==> config.mk <==
export PLATFORM = sky130hd
export DESIGN_NAME = modular_inverse
export DESIGN_NICKNAME = d
export VERILOG_FILES = /design/src/rtl/mi_pkg.sv /design/src/rtl/mi_core.sv /design/src/rtl/modular_inverse.sv
export SDC_FILE = /design/constraint.sdc
export NUM_CORES = 1
export LEC_CHECK = 0
export BUFFER_PORTS_ARGS = -buffer_cell sky130_fd_sc_hd__buf_2
export CELL_PAD_IN_SITES_DETAIL_PLACEMENT = 0
export CELL_PAD_IN_SITES_GLOBAL_PLACEMENT = 1
export CORE_MARGIN = 3
export CORE_UTILIZATION = 35
export CTS_CLUSTER_SIZE = 25
export DETAILED_ROUTE_END_ITERATION = 8
export PLACE_DENSITY_LB_ADDON = 0.1
export SYNTH_ARGS = -nofsm -noshare
export SYNTH_HDL_FRONTEND = slang
export SYNTH_SLANG_ARGS = --single-unit
export TNS_END_PERCENT = 10
==> constraint.sdc <==
create_clock -name clk -period 10.9 [get_ports clk]
set_clock_uncertainty 0.2 [all_clocks]
set_input_delay 0.545 -clock clk [delete_from_list [all_inputs] [get_ports clk]]
set_output_delay 0.545 -clock clk [all_outputs]
set_load 0.05 [all_outputs]
==> src/rtl/mi_pkg.sv <==
// Shared types for the modular inverse block.
`default_nettype none

package mi_pkg;

  // Top level to Euclid core.
  typedef struct packed {
    logic start;  // load operands and begin
    logic ack;    // result taken, core may go idle
  } core_ctrl_t;

  // Euclid core to top level.
  typedef struct packed {
    logic busy;   // item in flight or result held
    logic done;   // gcd and coefficient are valid
  } core_stat_t;

endpackage

`default_nettype wire

==> src/rtl/mi_core.sv <==
// Extended Euclid sequencer with one shift-subtract unit for quotient and coefficient.
`default_nettype none

module mi_core #(
  parameter int WIDTH = 31
) (
  input  wire logic                   clk,
  input  wire logic                   rst,
  input  wire mi_pkg::core_ctrl_t     ctrl,
  input  wire logic [WIDTH-1:0]       a,
  input  wire logic [WIDTH-1:0]       m,
  output mi_pkg::core_stat_t          stat,
  output logic [WIDTH-1:0]            gcd,
  output logic signed [WIDTH+1:0]     coef
);

  localparam int SW = WIDTH + 2;

  typedef enum logic [1:0] {
    IDLE,
    SHIFT,
    SUB,
    DONE
  } state_t;

  state_t                 state;
  logic [WIDTH-1:0]       r0;
  logic [WIDTH-1:0]       r1;
  logic [WIDTH-1:0]       d;    // r1 scaled by 2^k
  logic signed [SW-1:0]   s0;
  logic signed [SW-1:0]   s1;
  logic signed [SW-1:0]   sd;   // s1 scaled by 2^k

  logic                   can_grow;
  logic                   ge;
  logic [WIDTH-1:0]       r_sub;
  logic signed [SW-1:0]   s_sub;

  // Next divisor doubling must not pass the partial remainder.
  assign can_grow = !d[WIDTH-1] && ({d, 1'b0} <= {1'b0, r0});
  assign ge       = (r0 >= d);
  assign r_sub    = ge ? (r0 - d) : r0;
  assign s_sub    = ge ? (s0 - sd) : s0;

  always_ff @(posedge clk) begin
    if (rst) begin
      state <= IDLE;
    end else begin
      case (state)
        IDLE: begin
          if (ctrl.start) begin
            r0    <= a;
            r1    <= m;
            d     <= m;
            s0    <= SW'(1);
            s1    <= '0;
            sd    <= '0;
            state <= (m == '0) ? DONE : SHIFT;
          end
        end
        SHIFT: begin
          if (can_grow) begin
            d  <= {d[WIDTH-2:0], 1'b0};
            sd <= sd <<< 1;
          end else begin
            state <= SUB;
          end
        end
        SUB: begin
          if (d == r1) begin
            // last quotient bit: rotate the remainder sequence
            r0    <= r1;
            r1    <= r_sub;
            s0    <= s1;
            s1    <= s_sub;
            d     <= r_sub;
            sd    <= s_sub;
            state <= (r_sub == '0) ? DONE : SHIFT;
          end else begin
            r0 <= r_sub;
            s0 <= s_sub;
            d  <= {1'b0, d[WIDTH-1:1]};
            sd <= sd >>> 1;
          end
        end
        DONE: begin
          if (ctrl.ack) begin
            state <= IDLE;
          end
        end
        default: begin
          state <= IDLE;
        end
      endcase
    end
  end

  assign stat.busy = (state != IDLE);
  assign stat.done = (state == DONE);
  assign gcd       = r0;
  assign coef      = s0;

endmodule

`default_nettype wire

==> src/rtl/modular_inverse.sv <==
// Modular inverse top level: stream ports, final coefficient reduction, result register.
// Each Euclid division doubles the divisor, then subtracts one quotient bit at a time; the
//   result then moves into the output register.
// One item at a time: the next item is taken once the core has handed its result to the
//   output register, which may still be waiting on m_tready.
// Speed is set by the single shift-subtract unit inside the Euclid core.
// Reset (rst, synchronous, active high) idles the core, empties the output register and
//   holds s_tready low.
`default_nettype none

module modular_inverse #(
  parameter int WIDTH = 31
) (
  input  wire logic                                clk,
  input  wire logic                                rst,
  // Input item
  input  wire logic                                s_tvalid,
  output logic                                     s_tready,
  // value [WIDTH-1:0], modulus [2*WIDTH-1:WIDTH], zero pad above
  input  wire logic [((2*WIDTH+7)/8)*8-1:0]        s_tdata,
  // Result item
  output logic                                     m_tvalid,
  input  wire logic                                m_tready,
  // inverse [WIDTH-1:0], common_divisor [2*WIDTH-1:WIDTH], zero pad above
  output logic [((2*WIDTH+7)/8)*8-1:0]             m_tdata,
  // inverse_exists [0]
  output logic [0:0]                               m_tuser
);

  localparam int SW      = WIDTH + 2;
  localparam int OUT_W   = ((2*WIDTH+7)/8)*8;

  mi_pkg::core_ctrl_t     ctrl;
  mi_pkg::core_stat_t     stat;
  logic [WIDTH-1:0]       core_gcd;
  logic signed [SW-1:0]   core_coef;

  logic [WIDTH-1:0]       modulus;     // held for the final reduction
  logic                   in_accept;
  logic                   hand_over;

  logic                   out_valid;
  logic [WIDTH-1:0]       out_inverse;
  logic [WIDTH-1:0]       out_gcd;
  logic                   out_exists;

  logic signed [SW-1:0]   mod_ext;
  logic signed [SW-1:0]   coef_up;
  logic signed [SW-1:0]   coef_down;
  logic [WIDTH-1:0]       inv_next;
  logic                   mod_zero;

  // The core is free for a new item once it has handed off its previous result.
  assign s_tready  = !rst && !stat.busy;
  assign in_accept = s_tvalid && s_tready;

  // Result moves to the output register when that register is empty or draining.
  assign hand_over  = stat.done && (!out_valid || m_tready);
  assign ctrl.start = in_accept;
  assign ctrl.ack   = hand_over;

  mi_core #(
    .WIDTH (WIDTH)
  ) u_core (
    .clk  (clk),
    .rst  (rst),
    .ctrl (ctrl),
    .a    (s_tdata[WIDTH-1:0]),
    .m    (s_tdata[2*WIDTH-1:WIDTH]),
    .stat (stat),
    .gcd  (core_gcd),
    .coef (core_coef)
  );

  // Euclid leaves |coef| <= modulus, so a single add or subtract brings it into range.
  assign mod_ext   = signed'({2'b00, modulus});
  assign coef_up   = core_coef + mod_ext;
  assign coef_down = core_coef - mod_ext;
  assign mod_zero  = (modulus == '0);

  always_comb begin
    if (mod_zero) begin
      inv_next = '0;
    end else if (core_coef[SW-1]) begin
      inv_next = coef_up[WIDTH-1:0];
    end else if (!coef_down[SW-1]) begin
      inv_next = coef_down[WIDTH-1:0];
    end else begin
      inv_next = core_coef[WIDTH-1:0];
    end
  end

  always_ff @(posedge clk) begin
    if (rst) begin
      out_valid <= 1'b0;
    end else begin
      if (in_accept) begin
        modulus <= s_tdata[2*WIDTH-1:WIDTH];
      end
      if (hand_over) begin
        out_valid   <= 1'b1;
        out_inverse <= inv_next;
        out_gcd     <= core_gcd;
        // zero modulus is out of range: never flag an inverse
        out_exists  <= !mod_zero && (core_gcd == WIDTH'(1));
      end else if (m_tready) begin
        out_valid <= 1'b0;
      end
    end
  end

  assign m_tvalid   = out_valid;
  assign m_tdata    = OUT_W'({out_gcd, out_inverse});
  assign m_tuser[0] = out_exists;

`ifndef SYNTHESIS
  // One item at a time: the core goes busy straight after it takes an item.
  a_busy_after_accept: assert property (@(posedge clk) disable iff (rst)
    in_accept |=> !s_tready)
    else $error("input taken while an item is in flight");

  // A finished result is held by the core until the output register takes it.
  a_done_held: assert property (@(posedge clk) disable iff (rst)
    (stat.done && !hand_over) |=> stat.done)
    else $error("core result dropped before hand-over");

  // The existence flag agrees with the reported divisor.
  a_exists_gcd: assert property (@(posedge clk) disable iff (rst)
    (m_tvalid && m_tuser[0]) |-> (m_tdata[2*WIDTH-1:WIDTH] == WIDTH'(1)))
    else $error("inverse flagged with divisor other than one");
`endif

endmodule

`default_nettype wire

==> out/qor.csv <==
metric;value;unit
vias in the first global route;17100;
Pint;3.33;mW
final WL;71200;um
Pleak;9.33;nW
chip width;252;um
Reg power frac;0.297;
CP top delay family;compound AO/OA/AOI/OAI gates;
Tcrit/Tclk final;0.460;
synthesis-stage register bit count;289;
DRC violations left;0;
Pwr Total;5.98;mW
Initial Util;0.357;
largest net degree at the start of global routing;83;
Synth top area share;0.404;
top-count cell post-synth;edfxtp_1;
core box area;0.0595;sq mm
Wirelength per Cell;22.5;um
synth unique cells;89;
Fill cells;6059;
Synth area leaders;edfxtp_1 40%, ha_1 9.4%, nor2_1 4.7%, a21oi_1 4.5%, xnor2_1 4.0%;
CTS tree;yes;
die area;0.0637;sq mm
DRT iter0 DRCs;1289;
antenna viol nets, final;0;
top post-synthesis cells by count;286 x edfxtp_1, 266 x nor2_1, 189 x a21oi_1;
Slew headroom;0.210;
Ant. Diodes;0;
max-slew violation count;0;
Final setup viols;0;
unrepaired setup endpoints after global routing;false;
# clock sinks;289;
vias per cell;5.49;
Largest stage delay, worst path;560;ps
setup_tns;0;ps
drt pass-1 iters;5;
most used cell, CP;a311oi_1;
Multi-input gate area;0.0115;sq mm
reg2reg setup slack;5880;ps
number of port buffers;130;
Layout area overhead;11.7;%
final setup margin;5880;ps
sequential element share of the synthesized area;0.407;
Root Driver;clkbuf_16;
Reg area;0.00865;sq mm
post-synthesis instance total;2297;
critical path cell sequence;inv_1, ha_1, fa_1, nor2b_1, o31a_1, o21ai_1, a311oi_1, a311oi_1, a311oi_2, a211oi_1, mux2_1, a211oi_2, a21oi_1, a21o_1;
Placed Cells;3093;
min Tclk post-route;5020;ps
post-synth top area cell;edfxtp_1;
dominant synthesized flop cell;edfxtp_1;
Synth Area per Inst;9.24;sq um
Logic pwr share;0.494;
routability cong.;0.883;
yosys synthesis warning count;0;
Worst VDD drop;0.132;mV
Fin. Hold Viols;0;
Worst-Margin Slew;1180;ps
Pwr Density;252;mW/mm^2
Post-synth EDFFs;286;
clock buffer depth;3;
Place WS;5940;ps
Vias;17300;
first-pass GRT wire length;108000;um
Clock transition at path regs;60;ps
CTS Buf Count;39;
FP Rows;89;
Die Y;252;um
Switch Pwr;2.65;mW
mapped cell area;0.0212;sq mm
status;finished, final reports clean;
switch share;0.443;
Hold Path Class;in -> reg;
non-filler cells, final;3160;
post-CTS sizing;0;
Clk Latency, worst-skew pair;570;ps
critical path startpoint category;flip-flop;
I/O pins;135;
layout cell share with drive strength beyond 1;0.106;
Critical Path AT;5140;ps
CP required;11020;ps
antenna violations before repair;0;
f_max;0.199;GHz
Crit Path Class;reg -> reg;
crit path capture type;flip-flop;
Layout Nets;2593;
asr flop ratio synth;0;
WP buf/inv;1;
max_cap viols;0;
worst-path maximum fanout;5;
CTS H-tree lvls;2;
remaining global-route overflow;0;
CP max-delay cell;a211oi_2;
Clock power frac;0.209;
dpl hpwl;51600;um
total track usage;0.221;
==> routing by layer <==
layer	vias up	global-route usage	routed length, um
li1	8539	-	-
met1	8327	0.304	33100
met2	400	0.371	33600
met3	73	0.0287	2990
met4	0	0.0509	1520
met5	-	0	0
==> sequential cells by signal, summed over array words and instances (netlist names) <==
| signal | flops |
|---|---|
| u_core.coef | 33 |
| out_inverse | 31 |
| m_tuser | 1 |
| u_core.gcd | 31 |
| modulus | 31 |
| u_core.state | 2 |
| u_core.d | 31 |
| out_gcd | 31 |
| u_core.s1 | 33 |
| m_tvalid | 1 |
| u_core.r1 | 31 |
| u_core.sd | 33 |
==> per-stage QoR <==
stage               instance area (sq um)  hold WS, ps   util
floorplan                           21200          252      -
global placement                    22500          333  0.379
detailed placement                  22500          341  0.379
CTS                                 23700        0.483  0.399
global route                        23700         20.8  0.399
finish                              23700         30.7  0.399
==> final cells by class <==
type / count / area share
Clock buffer: 50 / 0.0429
Clock inverter: 16 / 0.00675
Inverter: 180 / 0.0285
Multi-Input combinational cell: 1702 / 0.483
Sequential cell: 289 / 0.364
Tap cell: 773 / 0.0408
Timing Repair Buffer: 150 / 0.0338
==> path summary, 6_finish.rpt <==
kind / start / endpoint / depth (start not counted)
worst max-delay path: u_core.gcd[0] / u_core.gcd[30] / 14
worst min-delay path: s_tdata[60] / modulus[29] / 1
worst max register to register: u_core.gcd[0] / u_core.gcd[30] / 14
worst min register to register: u_core.state[0] / u_core.state[0] / 2
==> power by group through the flow <==
stage	logic, mW	registers (mW)	clock network (mW)
after floorplan	2.18	1.70	0
after global placement	2.92	1.79	0
after detailed placement	2.94	1.79	0
after CTS	2.95	1.77	1.28
after global routing	3.27	1.80	1.32
final	2.96	1.78	1.25
==> layout by cell type (no fill, tap or decap), drive strengths merged, types with 19 or more instances in the layout <==
cell / instances
o21ai: 131
inv: 180
o21a: 24
nand2: 165
nand4: 31
xnor2: 97
o21bai: 19
buf: 149
a22oi: 27
edfxtp: 286
nor2b: 24
nand3: 19
nor3: 47
clkbuf: 50
ha: 159
a21oi: 190
mux2i: 47
nor2: 266
a21o: 60
nor4: 35
a211oi: 98
xor2: 34
==> what timing repair did <==
item                                   in CTS  in global routing
endpoints found under the hold margin       1                  0
hold buffers                                1                  0
buffers inserted                            0                  0
==> cells by family after synthesis <==
logic type | share of synthesized area
AOI/OAI and AO/OA | 0.213
and+or+nand+nor | 0.140
buffers and inverters | 0.0571
DFF | 0.407
adders and majority gates | 0.0975
xor gates and xnor gates | 0.0540
muxes | 0.0303
other | 0.000177
No activity file was read; power rests on OpenSTA's default activity.
